## config.mk

```make
export PLATFORM = sky130hd
export DESIGN_NAME = scpc_front
export DESIGN_NICKNAME = d
export VERILOG_FILES = /design/src/sv/scpc_pkg.sv /design/src/sv/scpc_front.sv
export SDC_FILE = /design/constraint.sdc
export NUM_CORES = 1
export LEC_CHECK = 0
export ABC_AREA = 1
export CAP_MARGIN = 20
export CELL_PAD_IN_SITES_DETAIL_PLACEMENT = 0
export CELL_PAD_IN_SITES_GLOBAL_PLACEMENT = 1
export CORE_ASPECT_RATIO = 0.5
export CORE_UTILIZATION = 39
export CTS_BUF_LIST = sky130_fd_sc_hd__clkbuf_4
export CTS_CLUSTER_DIAMETER = 200
export DETAILED_ROUTE_END_ITERATION = 8
export DONT_BUFFER_PORTS = 1
export GPL_ROUTABILITY_DRIVEN = 1
export PLACE_DENSITY_LB_ADDON = 0.3
export RECOVER_POWER = 100
export SLEW_MARGIN = 20
export SYNTH_ARGS = -nofsm -noshare
export SYNTH_HDL_FRONTEND = slang
export SYNTH_SLANG_ARGS = --single-unit
```

## constraint.sdc

```tcl
create_clock -name clk -period 0.8 [get_ports clk]
set_input_delay 0 -clock clk [delete_from_list [all_inputs] [get_ports clk]]
set_output_delay 0 -clock clk [all_outputs]
set_load 0.005 [all_outputs]
```

## src/sv/scpc_pkg.sv

```systemverilog
`timescale 1ns / 1ps
// ----------------------------------------------------------------------------
// scpc_pkg
// Shared types, constants and the patch point table of the stop cell pedestal
// correction block.
// ----------------------------------------------------------------------------
package scpc_pkg;

  localparam int SAMPLE_COUNT = 1024;
  localparam int PATCH_COUNT  = 11;
  localparam int IDX_W        = 10;
  localparam int SAMPLE_W     = 16;
  localparam int PNUM_W       = 4;
  localparam int MEAN_W       = 20;
  localparam int CORR_W       = 21;
  localparam int SUM_W        = 24;
  localparam int CNT_W        = 7;
  localparam int NUM_W        = 28;
  localparam int DEN_W        = 8;
  localparam int DIST_W       = 11;
  localparam int FRAC_BITS    = 4;

  // action codes on the input stream
  localparam logic [1:0] ACT_STORE   = 2'd0;
  localparam logic [1:0] ACT_COMPUTE = 2'd1;
  localparam logic [1:0] ACT_READ    = 2'd2;

  // register index on the config port
  localparam logic REG_VALID_FIRST = 1'b0;
  localparam logic REG_VALID_LAST  = 1'b1;

  localparam logic [IDX_W-1:0] VALID_FIRST_RST = 10'd1;
  localparam logic [IDX_W-1:0] VALID_LAST_RST  = 10'd950;

  typedef enum logic [1:0] {
    CMD_STORE,
    CMD_COMPUTE,
    CMD_READ
  } cmd_kind_t;

  typedef struct packed {
    cmd_kind_t                  kind;
    logic [IDX_W-1:0]           sample_index;
    logic signed [SAMPLE_W-1:0] sample_value;
    logic [IDX_W-1:0]           stop_cell;
  } cmd_t;

  typedef struct packed {
    logic [IDX_W-1:0] first;
    logic [IDX_W-1:0] last;
  } window_t;

  typedef enum logic [2:0] {
    ST_IDLE,
    ST_SWEEP,
    ST_DRAIN,
    ST_DIV_START,
    ST_DIV_WAIT,
    ST_EMIT,
    ST_RD_WAIT
  } back_state_t;

  // nominal start cell of each patch
  function automatic logic [IDX_W-1:0] patch_point(input logic [PNUM_W-1:0] p);
    logic [IDX_W-1:0] r;
    case (p)
      4'd0:    r = 10'd0;
      4'd1:    r = 10'd94;
      4'd2:    r = 10'd187;
      4'd3:    r = 10'd280;
      4'd4:    r = 10'd373;
      4'd5:    r = 10'd466;
      4'd6:    r = 10'd560;
      4'd7:    r = 10'd653;
      4'd8:    r = 10'd746;
      4'd9:    r = 10'd839;
      4'd10:   r = 10'd932;
      default: r = 10'd0;
    endcase
    return r;
  endfunction

  // circular distance on the 1024 cell ring
  function automatic logic [DIST_W-1:0] circ_dist(input logic [IDX_W-1:0] a,
                                                  input logic [IDX_W-1:0] b);
    logic [DIST_W-1:0] d;
    logic [DIST_W-1:0] e;
    d = (a > b) ? DIST_W'(a - b) : DIST_W'(b - a);
    e = DIST_W'(SAMPLE_COUNT) - d;
    return (d < e) ? d : e;
  endfunction

endpackage

```

## src/sv/scpc_front.sv

```systemverilog
`timescale 1ns / 1ps
// ----------------------------------------------------------------------------
// scpc_front
// Input word classifier and config register file (APB style).
// ----------------------------------------------------------------------------
module scpc_front (
  input  logic                    clk,
  input  logic                    rst,
  input  logic                    s_tvalid,
  output logic                    s_tready,
  input  logic [39:0]             s_tdata,
  input  logic [1:0]              s_tuser,
  input  logic                    psel,
  input  logic                    penable,
  input  logic                    pwrite,
  input  logic [2:0]              paddr,
  input  logic [31:0]             pwdata,
  output logic [31:0]             prdata,
  output logic                    pready,
  output scpc_pkg::window_t       window,
  output logic                    push,
  output scpc_pkg::cmd_t          push_cmd,
  input  logic                    q_full
);

  logic [scpc_pkg::IDX_W-1:0] valid_first;
  logic [scpc_pkg::IDX_W-1:0] valid_last;
  logic                       known;
  scpc_pkg::cmd_kind_t        kind;
  logic                       wr_en;

  assign pready = 1'b1;
  assign wr_en  = psel && penable && pwrite && pready;

  // config registers
  always_ff @(posedge clk) begin
    if (rst) begin
      valid_first <= scpc_pkg::VALID_FIRST_RST;
      valid_last  <= scpc_pkg::VALID_LAST_RST;
    end else if (wr_en) begin
      if (paddr[2] == scpc_pkg::REG_VALID_FIRST) begin
        valid_first <= pwdata[scpc_pkg::IDX_W-1:0];
      end else begin
        valid_last <= pwdata[scpc_pkg::IDX_W-1:0];
      end
    end
  end

  assign prdata = (paddr[2] == scpc_pkg::REG_VALID_FIRST) ?
                  {22'd0, valid_first} : {22'd0, valid_last};
  assign window = '{first: valid_first, last: valid_last};

  // action decode; unused code is taken and dropped
  always_comb begin
    known = 1'b1;
    kind  = scpc_pkg::CMD_STORE;
    unique case (s_tuser)
      scpc_pkg::ACT_STORE:   kind = scpc_pkg::CMD_STORE;
      scpc_pkg::ACT_COMPUTE: kind = scpc_pkg::CMD_COMPUTE;
      scpc_pkg::ACT_READ:    kind = scpc_pkg::CMD_READ;
      default:               known = 1'b0;
    endcase
  end

  assign s_tready = !q_full;
  assign push     = s_tvalid && s_tready && known;
  assign push_cmd = '{kind:         kind,
                      sample_index: s_tdata[9:0],
                      sample_value: s_tdata[25:10],
                      stop_cell:    s_tdata[35:26]};

endmodule

```

Yosys cells after proc, flatten, opt, wreduce, memory -nomap -nowiden
Cells that the tools add are included.

operators by class
  multiplexer cells = 3
  bitwise gates (word level) = 1
  reduce and logical (&&, ||, !) cells = 9
  equal/unequal tests = 2

operators by type and width
  kind                number
  $mux 10             1
  $logic_and 1x1->1   4
  $pmux 2 s2          1
  $reduce_and 2->1    2
  $reduce_or 3->1     1
  $eq 2x1->1 const B  1
  $eq 2x2->1 const B  1
  $logic_not 2->1     1
  $logic_not 1->1     1
  $mux 1              1
  $not 1->1           1

word-level totals
  word-level logic and storage cells = 17
  input bits = 84
  flip-flop bits (word level) = 20
  output and inout port bits = 93

Logic depth before layout (Yosys ltp)
Gate-level depths: netlist (run 1).

  word-level depth = 4
  mapped depth = 6
  gate-level depth less buffers = 5

Worst setup path before layout (run 1)
OpenSTA, ideal clock, no wires.

  kind = in2reg
  start point = in paddr[2]
  end point = reg valid_first[1] (netlist bit)
  path buffers = 2
  stages = 6
  slack = 0.221 ns
  library setup time = 0.113 ns
  data arrival time = 0.466 ns
  data required time = 0.687 ns
  cells stage by stage = buf_6 > inv_2 > buf_6 > nand3_1 > nand2_1 > nor2_1

between the ends
  cells in the longest elaborated chain, start to end = 2

RTL lines
  what                        RTL line          text
  start, declared             scpc_front.sv:16  input logic [2:0] paddr,
  $not 1->1 (no line)         -
  $reduce_and 2->1 (no line)  -
  end signal, assigned        scpc_front.sv:38  valid_first <= scpc_pkg::VALID_FIRST_RST;
  end signal, assigned        scpc_front.sv:42  valid_first <= pwdata[scpc_pkg::IDX_W-1:0];
  end, declared               scpc_front.sv:26  logic [scpc_pkg::IDX_W-1:0] valid_first;

No other way between the ends.
A chain may end at the register's enable or synchronous reset.

Worst setup path after layout (run 1)
  start point = reg valid_first[4] (netlist bit)
  end point = out prdata[4]

between the ends
  cells in the longest elaborated chain, start to end = 1

RTL lines
  what           RTL line          text
  $mux 10        scpc_front.sv:49  assign prdata = (paddr[2] == scpc_pkg::REG_VALID_FIRST) ?
  end, declared  scpc_front.sv:18  output logic [31:0] prdata,

No other way between the ends.

==> flow_summary.yaml, run 1 <==
clock_network:
  clockBufferDepth: 2
  cts_made_buffers: 3
  htreeDepth: 1
  cts-root-buf: "clkbuf_4"
  clk_latency_ns: 0.30
  cts.sinks: 20
  cts_tree: "yes"
  clkSlewWorstSetupHoldPaths_ns: 0.11
  cts_hold_buf: 9
  cts_setup_buffers: 0
power_and_ir_drop:
  leakagePower_nw: 0.648
  ir_worst_vdd_v: 0.000544
  internal_power_mw: 1.33
  clock_power_share_pct: 26.8
  p_switching_mw: 0.530
  seq_power_share_pct: 57.4
  power.density_mw_per_mm2: 1420
  pwr-share-comb_pct: 15.8
  swShare_pct: 28.5
grt:
  gr-total-overflow: 0
  grt_usage_pct: 15.4
  antenna_found_initial: 0
  grt_pass1_vias: 886
  grt_pass1_wl_mm: 4.52
  grt_max_degree: 21
layout:
  drive_gt1_share_pct: 23.4
  stdcell_area_sq_mm: 0.00131
  diodes: 0
  register_area_sq_um: 433
  synthToLayoutAreaGrowth_pct: -9.36
  nets: 273
  nFillCells: 389
  multi_input_area_sq_um: 593
detailed_routing:
  viasPerCell: 4.37
  routed_wirelength_mm: 3.22
  vias: 1045
  drc: 0
  routedWlPerCell_um: 13.5
  ant_nets: 0
  drtIter0Drc: 24
  drt-pass1-iter-count: 6
sta:
  whs_ns: -0.145
  setup_tns_ns: -0.0272
  finalWorstSetupSlack_ns: -0.0153
  fin_crit_sh_pct: 102
  timing.fmax_ghz: 1.23
  skew_ns: 0
  drv_slew: 0
  rsz0062_at_grt: "yes"
  fin_crit_ns: 0.815
  setup_viol: 4
  hold_viol_final: 14
critical_path:
  cp-end-kind: "output pin"
  required_ns: 0.80
  start_kind: "register"
  cp_slowest_cell: "dfxtp_2"
  critPathKind: "register to output pin"
  ff2ff_setup_slack_ns: 0.19
  cp_max_fo: 3
  critPathMaxStageDelay_ns: 0.37
  crit_chain: "nand2_1 -> nand2_2"
  arrival_ns: 0.82
yosys:
  ys_ff_latch: 20
  syn_avg_cell_area_sq_um: 6.68
  synth_warnings: 0
  ys_types: 14
  synth-seq-area-share_pct: 27.7
  synthesis.area_sq_mm: 0.00144
  syn_inst: 216
run_status:
  violations: "hold timing, setup timing"
  status: "complete, but fails checks"
placement:
  dp_hpwl_mm: 2.40
  gp_congestion: 0.677
  io_buffers: 0
  place_area_sq_mm: 0.00113
floorplan:
  die_area_sq_mm: 0.00396
  fp-row-count: 15
  pin_count: 177
  die_h_um: 45.0
  die_w_um: 88.1
  core-area_sq_mm: 0.00349
  start_util_pct: 41.4
worst_hold_path:
  hold_class: "input port to register"
job:
  cap_violations: 0
## metrics by stage
step	setup slack, ns	total power, mW	hold WS (ns)	util (%)	std cells
final	-0.0153	1.86	-0.145	37.5	239
after global routing	-0.0775	1.99	-0.151	37.5	239
after CTS	-0.0347	1.89	-0.159	36.6	239
after detailed placement	0.106	1.33	0.0000381	32.4	226
after global placement	0.139	1.33	0.0000381	32.4	226
after floorplan	0.221	1.53	0.0311	-	237
## timing repair
item,4_1_cts,5_1_grt
pin swaps,4,9
resized for setup,23,12
endpoints found under the hold margin,20,13
endpoints found under the setup margin,10,10
## cells by family (layout without fill, tap and decap cells)
kind of cell,after synthesis,in the layout,share of synthesized area [%]
buffers and inverters,82,33,38.7
AND/OR/NAND/NOR,110,110,32.3
flip-flops,20,20,27.7
AO/OA/AOI/OAI,2,2,0.693
other,2,23,0.520
## worst max-delay path: cells and delay by family, from the launching register on
kind          cells  cell delay (ns)
flops             1             0.37
simple gates      2             0.15
## path summary, 6_finish.rpt
path | cells past startpoint | end | start
worst min-delay path | 2 | valid_first[0] | paddr[2]
worst max-delay path | 2 | prdata[4] | valid_first[4]
worst min register to register | 2 | valid_last[2] | valid_last[2]
worst max register to register | 2 | valid_first[0] | valid_first[0]
## area by class of cell
| type | count | area share, % |
|---|---|---|
| well taps | 51 | 4.88 |
| clock inverters | 1 | 0.287 |
| flip-flops and latches | 20 | 33.1 |
| inverters | 16 | 4.59 |
| clock buffers | 3 | 1.72 |
| repair buffers | 13 | 10.1 |
| multi-input cells | 135 | 45.3 |
## sequential cells by signal, summed over array words and instances, names as in the netlist
name         flops
valid_first     10
valid_last      10
## power by group through the flow
stage / clock (mW) / sequential [mW] / combinational (mW)
floorplan: 0 / 1.08 / 0.445
global placement: 0 / 1.09 / 0.240
detailed placement: 0 / 1.09 / 0.245
CTS: 0.527 / 1.07 / 0.288
global route: 0.571 / 1.07 / 0.342
finish: 0.497 / 1.07 / 0.294
## cell usage in the layout, fill, tap and decap left out, drive strengths merged
cell,count
o21ai,1
conb,23
nor2,29
a21oi,1
inv,16
nand2,60
dfxtp,20
dlygate4sd3,9
clkinv,1
buf,4
clkbuf,3
nand3,21
## routing by layer
layer	up-vias	global-route usage (%)	routed length (um)
li1	512	-	-
met2	71	27.9	1590
met1	460	16.2	1200
met3	2	7.50	412
met4	0	4.84	21
met5	-	0	0
## Yosys cell counts
cell | count | area [sq um]
a21oi_1 | 1 | 5.00
buf_2 | 3 | 15.0
buf_4 | 60 | 450
buf_6 | 3 | 33.8
conb_1 | 2 | 7.51
dfxtp_1 | 20 | 400
inv_1 | 15 | 56.3
inv_2 | 1 | 3.75
nand2_1 | 60 | 225
nand3_1 | 20 | 100
nand3_2 | 1 | 10.0
nor2_1 | 26 | 97.6
nor2_4 | 3 | 33.8
o21ai_0 | 1 | 5.00
(Power assumes the default switching activity.)
==> inputs of run 2 (changes only) <==
Settings changed: CELL_PAD_IN_SITES_DETAIL_PLACEMENT 0 to 1, CELL_PAD_IN_SITES_GLOBAL_PLACEMENT 1 to 2, CORE_UTILIZATION 39 to 27.
==> flow_summary.yaml, run 2 (same netlist as run 1, synthesis figures left out) <==
clock_network:
  cts-root-buf: "clkbuf_4"
  clkSlewWorstSetupHoldPaths_ns: 0.12
  clockBufferDepth: 2
  cts_hold_buf: 10
  cts_made_buffers: 3
  cts_setup_buffers: 0
  clk_latency_ns: 0.30
  cts_tree: "yes"
  htreeDepth: 1
  cts.sinks: 20
sta:
  fin_crit_ns: 0.815
  fin_crit_sh_pct: 102
  rsz0062_at_grt: "yes"
  skew_ns: 0
  hold_viol_final: 13
  finalWorstSetupSlack_ns: -0.0151
  drv_slew: 0
  whs_ns: -0.160
  setup_viol: 7
  timing.fmax_ghz: 1.23
layout:
  final_cell_mix: "48 x nand2_1, 26 x nor2_1, 23 x conb_1, 20 x nand3_1, 17 x dfxtp_2"
  largestRegisters: "valid_first x10, valid_last x10"
  diodes: 0
  final_common_cell: "nand2_1"
  drive_gt1_share_pct: 23.7
  stdcell_area_sq_mm: 0.00135
  nets: 275
  nFillCells: 649
  synthToLayoutAreaGrowth_pct: -6.50
critical_path:
  required_ns: 0.80
  rr_endpoint: "valid_first[0]"
  cp_max_fo: 3
  critPathKind: "register to output pin"
  r2r_start: "valid_first[0]"
  arrival_ns: 0.82
  ff2ff_setup_slack_ns: 0.18
  start_kind: "register"
  ff2ff_path_depth: 2
  cp-end-kind: "output pin"
grt:
  grt_max_degree: 21
  gr-total-overflow: 0
  grt_usage_pct: 12.4
  antenna_found_initial: 0
  grt_pass1_vias: 961
  grt_pass1_wl_mm: 5.22
placement:
  gp_congestion: 0.626
  dp_worst_setup_slack_ns: 0.0954
  place_area_sq_mm: 0.00117
  dp_hpwl_mm: 2.72
  io_buffers: 0
floorplan:
  die_h_um: 53.7
  fp-row-count: 18
  pin_count: 177
  die_w_um: 105
  die_area_sq_mm: 0.00566
  core-area_sq_mm: 0.00504
  start_util_pct: 28.6
worst_hold_path:
  hold_class: "input port to register"
  min_path_cells: 2
  holdPathEnd: "valid_first[0]"
  hold_path_startpoint: "paddr[2]"
job:
  cap_violations: 0
detailed_routing:
  ant_nets: 0
  drtIter0Drc: 40
  routed_wirelength_mm: 3.62
  routedWlPerCell_um: 13.9
  viasPerCell: 4.08
  drc: 0
  vias: 1060
  drt-pass1-iter-count: 4
power_and_ir_drop:
  leakagePower_nw: 0.656
  ir_worst_vdd_v: 0.000402
  total_power_mw: 1.88
  power.density_mw_per_mm2: 1400
run_status:
  status: "complete, but fails checks"
  violations: "hold timing, setup timing"
[run 2: changes by cell type in the layout (fill, tap and decap cells not counted)]
cell           delta
dlygate4sd3_1     +1
buf_4             +1
[run 2: routing by layer]
layer  track usage (%)  vias up  wire length, um  share of wire [%]
met3              6.90        6              498                 14
met5                 0        -                0                  0
li1                  -      514                -                  -
met2              21.5       64             1740                 48
met4              3.76        0               17               0.47
met1              13.3      476             1360                 38
[run 2: final cells by class]
cell class	count	area [sq um]	share of cell area, %
inverters	16	60.1	4.45
well taps	70	87.6	6.49
clock inverters	1	3.75	0.278
flip-flops and latches	20	433	32.1
clock buffers	3	22.5	1.67
repair buffers	15	150	11.1
multi-input cells	135	593	43.9
[run 2: what timing repair did]
action | in CTS | in global routing
pin swaps | 8 | 10
gates resized for setup | 20 | 17
endpoints found under the hold margin | 20 | 13
setup endpoints to repair | 10 | 10
[run 2: power breakdown]
part	internal, mW	switching (mW)
combinational	0.119	0.182
clock	0.182	0.333
sequential	1.03	0.0370
total	1.33	0.552
[run 2: worst max path at each step]
| stage | start | endpoint | slack (ns) | cells past startpoint |
|---|---|---|---|---|
| 6_report | valid_first[1] | prdata[1] | -0.02 | 2 |
| 5_1_grt | valid_last[8] | prdata[8] | -0.09 | 2 |
| 4_1_cts | valid_first[1] | prdata[1] | -0.04 | 2 |
| 3_5_place_dp | psel | valid_last[9] | 0.1 | 5 |
| 3_3_place_gp | psel | valid_last[4] | 0.12 | 5 |
| 2_1_floorplan | paddr[2] | valid_first[1] | 0.22 | 6 |
[run 2: metrics by stage]
stage | TNS [ns] | util, % | std cells
2_1_floorplan | 0 | - | 237
3_3_place_gp | 0 | 23.3 | 246
3_5_place_dp | 0 | 23.3 | 246
4_1_cts | -0.272 | 26.3 | 260
5_1_grt | -0.881 | 26.8 | 260
6_report | -0.0428 | 26.8 | 260
[run 2: critical path, stage by stage (launching register included)]
cell and delay (ns):
dfxtp_2 0.38, nand2_2 0.06, nand2_2 0.07
