--- config.mk ---
export PLATFORM = sky130hd
export DESIGN_NAME = scpc_queue
export DESIGN_NICKNAME = d
export VERILOG_FILES = /design/src/sv/scpc_pkg.sv /design/src/sv/scpc_queue.sv
export SDC_FILE = /design/constraint.sdc
export NUM_CORES = 1
export LEC_CHECK = 0
export ABC_AREA = 0
export BUFFER_PORTS_ARGS = -buffer_cell sky130_fd_sc_hd__buf_2
export CAP_MARGIN = 20
export CORE_ASPECT_RATIO = 1.2
export CORE_MARGIN = 4
export CORE_UTILIZATION = 55
export DETAILED_ROUTE_END_ITERATION = 8
export GPL_TIMING_DRIVEN = 0
export PLACE_DENSITY_LB_ADDON = 0.2
export SYNTH_ARGS = -nofsm -noshare
export SYNTH_HDL_FRONTEND = slang
export SYNTH_SLANG_ARGS = --single-unit
--- constraint.sdc ---
create_clock -name clk -period 6.4 [get_ports clk]
set_input_delay 0.96 -clock clk [delete_from_list [all_inputs] [get_ports clk]]
set_output_delay 0.96 -clock clk [all_outputs]
set_load 0.005 [all_outputs]
--- src/sv/scpc_pkg.sv ---
`timescale 1ns / 1ps
// ----------------------------------------------------------------------------
// scpc_pkg
// Shared types, constants and the patch point table of the stop cell pedestal
// correction block.
// ----------------------------------------------------------------------------
package scpc_pkg;

  localparam int SAMPLE_COUNT = 1024;
  localparam int PATCH_COUNT  = 11;
  localparam int IDX_W        = 10;
  localparam int SAMPLE_W     = 16;
  localparam int PNUM_W       = 4;
  localparam int MEAN_W       = 20;
  localparam int CORR_W       = 21;
  localparam int SUM_W        = 24;
  localparam int CNT_W        = 7;
  localparam int NUM_W        = 28;
  localparam int DEN_W        = 8;
  localparam int DIST_W       = 11;
  localparam int FRAC_BITS    = 4;

  // action codes on the input stream
  localparam logic [1:0] ACT_STORE   = 2'd0;
  localparam logic [1:0] ACT_COMPUTE = 2'd1;
  localparam logic [1:0] ACT_READ    = 2'd2;

  // register index on the config port
  localparam logic REG_VALID_FIRST = 1'b0;
  localparam logic REG_VALID_LAST  = 1'b1;

  localparam logic [IDX_W-1:0] VALID_FIRST_RST = 10'd1;
  localparam logic [IDX_W-1:0] VALID_LAST_RST  = 10'd950;

  typedef enum logic [1:0] {
    CMD_STORE,
    CMD_COMPUTE,
    CMD_READ
  } cmd_kind_t;

  typedef struct packed {
    cmd_kind_t                  kind;
    logic [IDX_W-1:0]           sample_index;
    logic signed [SAMPLE_W-1:0] sample_value;
    logic [IDX_W-1:0]           stop_cell;
  } cmd_t;

  typedef struct packed {
    logic [IDX_W-1:0] first;
    logic [IDX_W-1:0] last;
  } window_t;

  typedef enum logic [2:0] {
    ST_IDLE,
    ST_SWEEP,
    ST_DRAIN,
    ST_DIV_START,
    ST_DIV_WAIT,
    ST_EMIT,
    ST_RD_WAIT
  } back_state_t;

  // nominal start cell of each patch
  function automatic logic [IDX_W-1:0] patch_point(input logic [PNUM_W-1:0] p);
    logic [IDX_W-1:0] r;
    case (p)
      4'd0:    r = 10'd0;
      4'd1:    r = 10'd94;
      4'd2:    r = 10'd187;
      4'd3:    r = 10'd280;
      4'd4:    r = 10'd373;
      4'd5:    r = 10'd466;
      4'd6:    r = 10'd560;
      4'd7:    r = 10'd653;
      4'd8:    r = 10'd746;
      4'd9:    r = 10'd839;
      4'd10:   r = 10'd932;
      default: r = 10'd0;
    endcase
    return r;
  endfunction

  // circular distance on the 1024 cell ring
  function automatic logic [DIST_W-1:0] circ_dist(input logic [IDX_W-1:0] a,
                                                  input logic [IDX_W-1:0] b);
    logic [DIST_W-1:0] d;
    logic [DIST_W-1:0] e;
    d = (a > b) ? DIST_W'(a - b) : DIST_W'(b - a);
    e = DIST_W'(SAMPLE_COUNT) - d;
    return (d < e) ? d : e;
  endfunction

endpackage

--- src/sv/scpc_queue.sv ---
`timescale 1ns / 1ps
// ----------------------------------------------------------------------------
// scpc_queue
// Small command FIFO between the front classifier and the back executor.
// ----------------------------------------------------------------------------
module scpc_queue #(
  parameter int DEPTH = 4
) (
  input  logic          clk,
  input  logic          rst,
  input  logic          push,
  input  scpc_pkg::cmd_t push_cmd,
  output logic          full,
  input  logic          pop,
  output logic          not_empty,
  output scpc_pkg::cmd_t head
);

  localparam int PTR_W = (DEPTH > 1) ? $clog2(DEPTH) : 1;
  localparam int CNT_W = $clog2(DEPTH + 1);

  scpc_pkg::cmd_t   slots [DEPTH];
  logic [PTR_W-1:0] wr_ptr;
  logic [PTR_W-1:0] rd_ptr;
  logic [CNT_W-1:0] count;
  logic             do_push;
  logic             do_pop;

  assign full      = (count == CNT_W'(DEPTH));
  assign not_empty = (count != '0);
  assign head      = slots[rd_ptr];
  assign do_push   = push && !full;
  assign do_pop    = pop && not_empty;

  // storage
  always_ff @(posedge clk) begin
    if (do_push) begin
      slots[wr_ptr] <= push_cmd;
    end
  end

  // pointers and fill level
  always_ff @(posedge clk) begin
    if (rst) begin
      wr_ptr <= '0;
      rd_ptr <= '0;
      count  <= '0;
    end else begin
      if (do_push) begin
        wr_ptr <= (wr_ptr == PTR_W'(DEPTH - 1)) ? '0 : wr_ptr + 1'b1;
      end
      if (do_pop) begin
        rd_ptr <= (rd_ptr == PTR_W'(DEPTH - 1)) ? '0 : rd_ptr + 1'b1;
      end
      count <= count + CNT_W'(do_push) - CNT_W'(do_pop);
    end
  end

endmodule

### After elaboration in Yosys (flattened, before gate mapping)

Memories as Yosys holds them, arrays and structs flattened. A register that Yosys moved wholly into a read port is not among the register bits.
Index checks and enable logic that the tools add are counted.

* word-level logic and storage cells: 21
* memories kept: 1
* bits in registers: 7
* output and inout port bits: 40
* bits in writable memories: 152

Memories
* slots: words 4, width 38, rd ports 1, clocked after memory_dff 1, wr ports 1, line scpc_queue.sv:22 `scpc_pkg::cmd_t slots [DEPTH];`

* add/sub/neg operators: 4
* muxes and demuxes: 6
* equal/unequal tests: 3
* reduce and logical (&&, ||, !) cells: 4

Operator list (count)
* 2-bit 2-to-1 mux: 4
* 2-bit by 1-bit adder with 2-bit output (second input constant): 2
* 2-bit equality test (second input constant): 2
* 3-bit by 1-bit adder with 3-bit output: 1
* 3-bit equality test (second input constant): 1
* 3-bit nonzero test: 1
* 3-bit by 1-bit subtractor with 3-bit output: 1
* 1-bit logical AND: 2
* 1-bit 2-to-1 mux: 2
* 1-bit logical NOT: 1

### Depth between registers and ports, before layout

Gate-level depths: netlist (run 1).

* depth in word-level cells: 5
* mapped depth: 12

### Worst setup path after synthesis (run 1)

OpenSTA, ideal clock, no wires.

* path type: in2reg
* start: input port pop
* end: register count[2]
* path slack: 3936 ps
* data arrival time: 2386 ps
* stages on the path: 10
* cell sequence: o31ai_1 > inv_1 > ha_1 > inv_1 > ha_1 > inv_1 > fa_1 > xor2_1 > and2_1 > nor3_1

* longest elaborated chain between the ends: 2

Ends and longest elaborated chain
* start: declaration: line scpc_queue.sv:14 `input logic pop,`
* 1-bit logical AND: line scpc_queue.sv:33 `assign do_pop = pop && not_empty;`
* 3-bit by 1-bit subtractor with 3-bit output: line scpc_queue.sv:55 `count <= count + CNT_W'(do_push) - CNT_W'(do_pop);`
* end signal: assignment: line scpc_queue.sv:55
* end: declaration: line scpc_queue.sv:25 `logic [CNT_W-1:0] count;`

No other way between the ends.
A chain may end at the register's enable or synchronous reset.

==> results of run 1 <==
[final cells by class]
cell class	instances	area [um^2]	area share [%]
Sequential cell	161	4745	66.71
Timing Repair Buffer	80	400.4	5.630
Clock inverter	15	156.4	2.199
Tap cell	129	161.4	2.270
Clock buffer	17	425.4	5.982
Buffer	10	68.82	0.9676
Inverter	7	26.28	0.3695
Multi-Input combinational cell	71	1129	15.87
[synth_stat cells]
cell type / instances / share of area (%)
and2_1: 1 / 0.10
xor2_1: 1 / 0.15
a21o_1: 1 / 0.13
o31ai_2: 1 / 0.21
a21oi_1: 2 / 0.17
nor2_1: 3 / 0.19
nand2_1: 1 / 0.063
mux2i_1: 1 / 0.17
ha_1: 7 / 1.5
nor3_1: 2 / 0.17
or3_1: 1 / 0.10
fa_1: 1 / 0.34
and2_4: 1 / 0.15
and3_2: 4 / 0.50
buf_6: 3 / 0.57
buf_4: 1 / 0.13
dfxtp_1: 9 / 3.0
nor2b_1: 1 / 0.10
mux4_2: 38 / 14
or3_2: 1 / 0.13
inv_1: 7 / 0.44
clkbuf_1: 2 / 0.13
edfxtp_1: 152 / 76
buf_2: 4 / 0.34
o31ai_1: 1 / 0.13
nand3_1: 2 / 0.17
or3b_1: 1 / 0.15
[final timing paths]
check / end / slack [ns]
worst max-delay path: head[24] / 3.56
worst min-delay path: rd_ptr[0] / 0.52
worst max register to register: count[2] / 3.93
worst min register to register: rd_ptr[0] / 0.52
[power breakdown]
group | total, mW | switching (mW) | internal (mW)
logic | 0.553 | 0.265 | 0.289
registers | 1.33 | 0.0342 | 1.29
clock network | 0.973 | 0.395 | 0.578
total | 2.85 | 0.694 | 2.16
[sequential cells by signal (all words and copies together), names as in the netlist, named ones only]
signal / count
wr_ptr: 2
slots: 152
rd_ptr: 2
count: 3
[layer usage]
metal,up-vias,routed length (um)
li1,1238,-
met1,1403,3876
met2,59,5094
met3,7,545
met4,0,104
met5,-,0
[critical path, cell delays in order (launching register included)]
cell and delay [ns]:
dfxtp_1 0.33, buf_4 0.23, buf_6 0.22, mux4_2 0.53, buf_2 0.15
[cells by family (layout without fill, tap and decap cells)]
kind of cell / Yosys count / in the layout / synth area share [%]
flip-flops: 161 / 161 / 79.50
multiplexers: 39 / 39 / 14.51
AND/OR/NAND/NOR: 18 / 18 / 1.824
buffers and inverters: 17 / 129 / 1.593
adder cells (fa/ha/maj): 8 / 8 / 1.803
AO/OA/AOI/OAI: 5 / 5 / 0.6290
XOR/XNOR: 1 / 1 / 0.1468
==> summary.md, run 1 <==
| Metric | Value |
|---|---|
| Reg2Reg Launch Point | count[1] |
| Largest net degree at the start of global routing | 39 |
| NumNets Final | 398 |
| CP max FO | 10 |
| FF+latch count, synth | 161 |
| Die span in y | 122.1 um |
| Syn Area/Cell | 23.97 um^2 |
| Final Skew | 0.008758 ns |
| Hold WC Path Type | flop to flop |
| First-pass GRT wire length | 15170 um |
| FF-to-FF path depth | 12 |
| Post-Syn Instances | 249 |
| Commonest non-fill, non-tap cell in the layout | edfxtp_1 |
| Die footprint | 12590 um^2 |
| Most frequent cells in the layout | edfxtp_1 (152), buf_2 (84), mux4_2 (38) |
| Final instance area | 7112 um^2 |
| Core Area | 10570 um^2 |
| Hold buffers post-CTS | 0 |
| Hold_sp | rd_ptr[0] |
| Dpl cells | 458 |
| Worst-Skew Late Latency | 0.41 ns |
| Slew margin rel. | 31.27% |
| Period minus WS final | 2.836 ns |
| Number of global-route vias before repair | 2875 |
| FMAX | 352.6 MHz |
| Slew Limit Fails | 0 |
| Clk Tree Root Cell | clkbuf_16 |
| Worst VDD drop | 0.2558 mV |
| Final worst setup slack | 3.564 ns |
| Fin Hold WS | 0.5155 ns |
| Area post-placement | 6530 um^2 |
| Initial Utilization | 56.48% |
| Crit end category | output pin |
| Type of origin of the critical path | flop |
| Leak | 2.489 nW |
| Final hold violations | 0 |
| Mapped Nets | 299 |
| Routed length per instance | 19.63 um |
| Post-route ant nets | 0 |
| Status | finished clean |
| Final Util | 67.30% |
| Distinct cells, synth | 27 |
| Part of the cycle the worst path needs | 44.31% |
| Std-Cell Rows | 41 |
| CTS tree | done |
| Num ports | 82 |
| H-tree levels | 4 |
| Setup_tns | 0 ns |
| Num CTS Buffers | 17 |
| Setup Viol. Count Final | 0 |
| Crit path DAT | 1.88 ns |
| Area Growth Syn to Fin | 19.16% |
| Drt drc | 0 |
| Final Power | 2.851 mW |
| RSZ-0062 raised after global routing | false |
| GRT Max-Usage Layer | met2 |
| Post-CTS Resized | 0 |
| Global route overflow | 0 |
| Via count | 2707 |
| CP Class | flop to output pin |
| GPL Wtd Cong | 0.6601 |
| Synth warnings | 0 |
| Max-cap violations | 0 |
| Worst EP required | 5.44 ns |
| Layout Cells excl Fill | 490 |
| DRT Pass-1 Iters | 4 |
| WL final | 9621 um |
| DP Wirelength | 5778 um |
| Met3 Resource Use GR | 6.128% |
| Cell area after synthesis | 5968 um^2 |
| Ant. Diodes | 0 |
| Share of layout cells above drive strength 1 | 45.43% |
| Grt met2 use | 26.73% |
| Vias per inst | 5.524 |
| PortBufs | 80 |
| CTS Buffer Depth | 2 |
| Initial antenna violation count | 0 |
| Slew @ Worst Pin | 1.031 ns |
| Iter 0 DRT Violations | 151 |
| Met1 Usage GRT | 21.51% |
| Hold path depth | 2 |
| Power density cells | 400.9 nW/um^2 |
| Dpl ws | 3.665 ns |
| Die X | 103.1 um |
| Fillers | 711 |
| Reg clk slew, reported paths | 0.06 ns |
| All-layer global routing usage | 16.92% |
| Post-CTS Setup Inserts | 0 |
| TritonCTS Sinks | 161 |
| Post-synthesis sequential area ratio | 79.50% |
Power figures use the tool's default switching activity.
==> inputs of run 2 (changes only) <==
--- a/config.mk
+++ b/config.mk
@@ -10,7 +10,7 @@
 export CAP_MARGIN = 20
 export CORE_ASPECT_RATIO = 1.2
 export CORE_MARGIN = 4
-export CORE_UTILIZATION = 55
+export CORE_UTILIZATION = 51
 export DETAILED_ROUTE_END_ITERATION = 8
 export GPL_TIMING_DRIVEN = 0
 export PLACE_DENSITY_LB_ADDON = 0.2
==> constraint.sdc (replaced) <==
create_clock -name clk -period 2.6 [get_ports clk]
set_input_delay 0.39 -clock clk [delete_from_list [all_inputs] [get_ports clk]]
set_output_delay 0.39 -clock clk [all_outputs]
set_load 0.005 [all_outputs]
==> summary.md, run 2 (synthesized netlist as in run 1, its figures left out) <==
| Metric | Value |
|---|---|
| Area of the multi-input gates | 1139 um^2 (was 1129 um^2) |
| TritonCTS Sinks | 161 (unchanged) |
| Type of origin of the critical path | flop (unchanged) |
| Setup crit start | count[1] |
| Drt drc | 0 (unchanged) |
| Post-route ant nets | 0 (unchanged) |
| Setup crit end | count[2] (was head[24]) |
| Reg with most FFs | slots (unchanged) |
| CTS Buffer Depth | 2 (unchanged) |
| Reg clk slew, reported paths | 0.07 ns (was 0.06 ns) |
| First-pass GRT wire length | 16020 um (was 15170 um) |
| Number of global-route vias before repair | 2916 (was 2875) |
| P_int | 5.218 mW (was 2.158 mW) |
| Leak | 2.472 nW (was 2.489 nW) |
| Vias per inst | 5.261 (was 5.524) |
| Reg area | 4747 um^2 (was 4745 um^2) |
| Max-cap violations | 0 (unchanged) |
| Sw Share | 25.16% (was 24.32%) |
| Die X | 106.8 um (was 103.1 um) |
| Via count | 2725 (was 2707) |
| Die span in y | 126.5 um (was 122.1 um) |
| Gate power share | 19.8% (was 19.4%) |
| Num CTS Buffers | 17 (unchanged) |
| Initial antenna violation count | 1 (was 0) |
| CP Class | flop to flop (was flop to output pin) |
| GPL Wtd Cong | 0.7004 (was 0.6601) |
| RSZ-0062 raised after global routing | false (unchanged) |
| Slew Limit Fails | 0 (unchanged) |
| Clock power frac | 33.3% (was 34.1%) |
| Worst EP required | 2.88 ns (was 5.44 ns) |
| Period minus WS final | 2.418 ns |
| Max reg flops | 152 (unchanged) |
| NumNets Final | 398 (unchanged) |
| Core Area | 11510 um^2 (was 10570 um^2) |
| Fin Hold WS | 0.1890 ns (was 0.5155 ns) |
| FF-to-FF End | count[2] (unchanged) |
| Ant. Diodes | 0 (unchanged) |
| Initial Utilization | 51.84% (was 56.48%) |
| DP Wirelength | 5947 um (was 5778 um) |
| Status | finished clean (unchanged) |
| Most frequent cells in the layout | edfxtp_1 (152), buf_2 (84), mux4_2 (38) (unchanged) |
| PortBufs | 80 (unchanged) |
| WL final | 10270 um (was 9621 um) |
| Commonest non-fill, non-tap cell in the layout | edfxtp_1 (unchanged) |
| Routed length per instance | 19.82 um (was 19.63 um) |
| FF-to-FF setup slack | 0.18 ns (was 3.93 ns) |
| Std-Cell Rows | 43 (was 41) |
| Setup_tns | 0 ns (unchanged) |
| Slew margin rel. | 30.00% (was 31.27%) |
| Worst VDD drop | 0.7236 mV (was 0.2558 mV) |
| H-tree levels | 4 (unchanged) |
| Slew @ Worst Pin | 1.050 ns (was 1.031 ns) |
| Sequential power share | 46.9% (was 46.5%) |
| Clk Tree Root Cell | clkbuf_16 (unchanged) |
| Iter 0 DRT Violations | 107 (was 151) |
| Power density cells | 976.6 nW/um^2 (was 400.9 nW/um^2) |
| Hold WC Path Type | primary input to flop (was flop to flop) |
| Fillers | 862 (was 711) |
| Die footprint | 13500 um^2 (was 12590 um^2) |
| All-layer global routing usage | 16.30% (was 16.92%) |
| DRT Pass-1 Iters | 4 (unchanged) |
| Part of the cycle the worst path needs | 92.98% |
| Share of layout cells above drive strength 1 | 46.54% (was 45.43%) |
| Global route overflow | 0 (unchanged) |
| Hold buffers post-CTS | 0 (unchanged) |
| Crit end category | flop (was output pin) |
| FF-to-FF path depth | 12 (unchanged) |
| Setup Viol. Count Final | 0 (unchanged) |
| CTS tree | done (unchanged) |
| Reg2Reg Launch Point | count[1] (unchanged) |
| Largest regs | slots (152), count (3) (unchanged) |
| FMAX | 413.7 MHz |
| Final Skew | 0.008711 ns (was 0.008758 ns) |
| Area Growth Syn to Fin | 19.62% (was 19.16%) |
| Worst-Skew Late Latency | 0.41 ns (about the same) |
| Num ports | 82 (unchanged) |
| Largest net degree at the start of global routing | 39 (unchanged) |
| Crit path DAT | 2.70 ns (was 1.88 ns) |
| Switching pwr | 1.754 mW (was 693.6 uW) |
| Final hold violations | 0 (unchanged) |
| CP max FO | 9 (was 10) |
run 2: changes by cell type in the layout (fill, tap and decap cells not counted):
cell	before	now
o31ai_1	1	0
clkinv_4	3	5
o31ai_2	1	2
nor3_2	0	1
nor3_1	2	1
clkinvlp_4	1	3
bufinv_16	2	1
dfxtp_2	0	2
inv_6	5	3
clkinv_2	3	2
dfxtp_1	9	7
run 2: worst min path at each step:
stage | slack (ns) | end | startpoint | depth (start not counted)
after floorplan | 0.46 | flop | rd_ptr[0] | 2
after global placement | 0.48 | rd_ptr[0] | rd_ptr[0] | 2
after detailed placement | 0.50 | rd_ptr[0] | rd_ptr[0] | 2
after CTS | 0.17 | slots[0][9] | push_cmd[9] | 1
after global routing | 0.17 | slots[3][32] | push_cmd[32] | 1
final | 0.19 | slots[0][9] | push_cmd[9] | 1
run 2: repair_timing:
item | 4_1_cts | 5_1_grt
resized for setup | 0 | 4
setup endpoints to repair | 0 | 1
buffers inserted | 0 | 0
run 2: per-stage QoR:
step                      setup WS (ns)  cells  area, um^2  util, %  power (mW)
after floorplan                  0.2866    249        5968        -       4.179
after global placement           0.1838    486        6565    57.02       4.698
after detailed placement         0.1501    486        6565    57.02       4.735
after CTS                        0.1263    518        7127    61.90       7.062
after global routing            0.03189    518        7139    62.01       7.313
final                            0.1825    518        7139    62.01       6.972
run 2: area by class of cell:
type                       count  area share, %
buffer                        10         0.9639
timing repair buffer          80          5.608
inverter                       7         0.3680
clock inverter                15          1.910
multi-input combinational     71          15.95
sequential                   161          66.49
clock buffer                  17          5.959
tap                          157          2.751
run 2: metal layers:
metal  vias to the layer above  GRT usage [%]  part of all wire [%]
met5                         -              0                 0.068
met2                        62          27.91                    54
li1                       1239              -                     -
met3                        14          5.344                   4.4
met1                      1408          19.16                    40
met4                         2          6.321                   1.4
run 2: power by group through the flow:
stage | clock (mW) | combinational [mW] | sequential (mW)
CTS | 2.37 | 1.42 | 3.27
finish | 2.32 | 1.38 | 3.27
detailed placement | 0 | 1.41 | 3.32
global placement | 0 | 1.40 | 3.30
global route | 2.49 | 1.53 | 3.29
floorplan | 0 | 0.896 | 3.28
run 2: critical path, cell delays in order (launching register included):
cell	delay, ns
dfxtp_2	0.35
or3b_1	0.39
buf_6	0.14
and2_4	0.15
inv_1	0.05
ha_1	0.22
inv_1	0.06
ha_1	0.13
inv_1	0.05
fa_1	0.37
xor2_1	0.18
and2_1	0.16
nor3_2	0.04
==> inputs of run 3 (changes only) <==
--- a/config.mk
+++ b/config.mk
@@ -13,7 +13,7 @@
 export CORE_UTILIZATION = 51
 export DETAILED_ROUTE_END_ITERATION = 8
 export GPL_TIMING_DRIVEN = 0
-export PLACE_DENSITY_LB_ADDON = 0.2
+export PLACE_DENSITY = 0.8
 export SYNTH_ARGS = -nofsm -noshare
 export SYNTH_HDL_FRONTEND = slang
 export SYNTH_SLANG_ARGS = --single-unit
==> summary.md, run 3 (synthesized netlist as in run 1, its figures left out) <==
| Metric | Value |
|---|---|
| Post-CTS Setup Inserts | 0 (unchanged) |
| Std-Cell Rows | 43 (unchanged) |
| DRT Pass-1 Iters | 4 (unchanged) |
| Num ports | 82 (unchanged) |
| Worst EP required | 2.93 ns (was 2.88 ns) |
| Clk Tree Root Cell | clkbuf_16 (unchanged) |
| GRT Max-Usage Layer | met2 (unchanged) |
| Slowest CP cell | or3b_1 (unchanged) |
| Post-CTS Resized | 0 (unchanged) |
| Global route overflow | 0 (unchanged) |
| Share of layout cells above drive strength 1 | 46.26% (was 46.54%) |
| TritonCTS Sinks | 161 (unchanged) |
| Largest regs | slots (152), count (3) (unchanged) |
| GPL Wtd Cong | 0.6945 (was 0.7004) |
| H-tree levels | 4 (unchanged) |
| Vias per inst | 5.199 (was 5.261) |
| Hold buffers post-CTS | 0 (unchanged) |
| Largest net degree at the start of global routing | 39 (unchanged) |
| Worst-Skew Late Latency | 0.41 ns (about the same) |
| Type of origin of the critical path | flop (unchanged) |
| Core Area | 11510 um^2 (unchanged) |
| Die span in y | 126.5 um (unchanged) |
| Period minus WS final | 2.424 ns (was 2.418 ns) |
| Setup crit start | count[1] (unchanged) |
| Slowest Stage Delay on Critical Path | 0.39 ns (about the same) |
| FMAX | 412.5 MHz (was 413.7 MHz) |
| Slew Limit Fails | 0 (unchanged) |
| RSZ-0062 raised after global routing | false (unchanged) |
| Part of the cycle the worst path needs | 93.24% (was 92.98%) |
| Reg area | 4747 um^2 (unchanged) |
| Layout Cells excl Fill | 518 (unchanged) |
| Setup Viol. Count Final | 0 (unchanged) |
| All-layer global routing usage | 16.00% (was 16.30%) |
| Worst path most repeated cell | inv_1 (unchanged) |
| CTS Buffer Depth | 2 (unchanged) |
| CTS tree | done (unchanged) |
| CP Class | flop to flop (unchanged) |
| Max-cap violations | 0 (unchanged) |
| Met3 Resource Use GR | 6.718% (was 5.344%) |
| Status | finished clean (unchanged) |
| Initial antenna violation count | 0 (was 1) |
| Setup_tns | 0 ns (unchanged) |
| Area of the multi-input gates | 1139 um^2 (unchanged) |
| Drt drc | 0 (unchanged) |
| Commonest non-fill, non-tap cell in the layout | edfxtp_1 (unchanged) |
| Leak | 2.462 nW (was 2.472 nW) |
| Final Power | 6.994 mW (was 6.972 mW) |
| Number of global-route vias before repair | 2960 (was 2916) |
| NumNets Final | 398 (unchanged) |
| Fillers | 837 (was 862) |
| Area Growth Syn to Fin | 19.60% (was 19.62%) |
| Hold WC Path Type | primary input to flop (unchanged) |
| Met1 Usage GRT | 19.00% (was 19.16%) |
| Reg clk slew, reported paths | 0.07 ns (about the same) |
| CP max FO | 9 (unchanged) |
| PortBufs | 80 (unchanged) |
| Top delay family on crit path | simple AND/OR/NAND/NOR gates (unchanged) |
| Crit path DAT | 2.76 ns (was 2.70 ns) |
| Die X | 106.8 um (unchanged) |
| Worst VDD drop | 0.6375 mV (was 0.7236 mV) |
| Routed length per instance | 19.08 um (was 19.82 um) |
| DP Wirelength | 5736 um (was 5947 um) |
| Iter 0 DRT Violations | 118 (was 107) |
| Most frequent cells in the layout | edfxtp_1 (152), buf_2 (84), mux4_2 (38) (unchanged) |
| Num CTS Buffers | 17 (unchanged) |
| Reg with most FFs | slots (unchanged) |
| Cell Chain, Critical Path | or3b_1 > buf_6 > and2_4 > inv_1 > ha_1 > inv_1 > ha_1 > inv_1 > fa_2 > xor2_2 > and2_1 > nor3_1 (was or3b_1 > buf_6 > and2_4 > inv_1 > ha_1 > inv_1 > ha_1 > inv_1 > fa_1 > xor2_1 > and2_1 > nor3_2) |
| WP buf/inv | 4 (unchanged) |
| Final Skew | 0.006726 ns (was 0.008711 ns) |
| Max reg flops | 152 (unchanged) |
| Dpl cells | 486 (unchanged) |
| Slew @ Worst Pin | 1.047 ns (was 1.050 ns) |
| Ant. Diodes | 0 (unchanged) |
| Initial Utilization | 51.84% (unchanged) |
| Final hold violations | 0 (unchanged) |
| Post-route ant nets | 0 (unchanged) |
| Die footprint | 13500 um^2 (unchanged) |
| Via count | 2693 (was 2725) |
| WL final | 9885 um (was 10270 um) |
| Slew margin rel. | 30.21% (was 30.00%) |
| Crit end category | flop (unchanged) |
| Grt met2 use | 26.69% (was 27.91%) |
| Hold_sp | push_cmd[36] (was push_cmd[9]) |
| Power density cells | 979.9 nW/um^2 (was 976.6 nW/um^2) |
| Reg2Reg Launch Point | count[1] (unchanged) |
| First-pass GRT wire length | 15790 um (was 16020 um) |
| Fin Hold WS | 0.1847 ns (was 0.1890 ns) |
## run 3: per-layer routing
layer | wire, um | vias up
met5 | 0 | -
met4 | 136 | 0
met3 | 600 | 12
met2 | 5115 | 64
met1 | 4032 | 1380
li1 | - | 1237
## run 3: final timing paths
path | to | slack [ns] | cells after the start
setup / recovery | count[2] | 0.18 | 12
hold / removal | slots[2][36] | 0.18 | 1
setup reg to reg | count[2] | 0.18 | 12
hold reg to reg | rd_ptr[0] | 0.52 | 2
## run 3: worst reg2reg max path: stages (launching register included)
cell     delay, ns
dfxtp_2       0.35
or3b_1        0.39
buf_6         0.15
and2_4        0.16
inv_1         0.05
ha_1          0.22
inv_1         0.06
ha_1          0.14
inv_1         0.05
fa_2          0.34
xor2_2        0.16
and2_1        0.16
nor3_1        0.12
## run 3: final cells by class
type                    count  area share, %
clock buffers              19          6.065
repair buffers             80          5.609
plain buffers              10         0.9641
clock inverters            13          1.788
multi-input cells          71          15.95
flip-flops and latches    161          66.50
well taps                 157          2.752
inverters                   7         0.3681
## run 3: stage by stage
| step | util (%) | setup WS [ns] | cell area (um^2) |
|---|---|---|---|
| 2_1_floorplan | - | 0.2866 | 5968 |
| 3_3_place_gp | 57.02 | 0.2091 | 6565 |
| 3_5_place_dp | 57.02 | 0.1321 | 6565 |
| 4_1_cts | 61.89 | 0.1159 | 7126 |
| 5_1_grt | 62.00 | 0.009940 | 7138 |
| 6_report | 62.00 | 0.1757 | 7138 |
## run 3: power breakdown
part / switching, mW / internal, mW / leakage, nW
clock network: 1.01 / 1.33 / 0.259
logic: 0.666 / 0.718 / 0.737
registers: 0.0885 / 3.18 / 1.47
total: 1.76 / 5.23 / 2.46
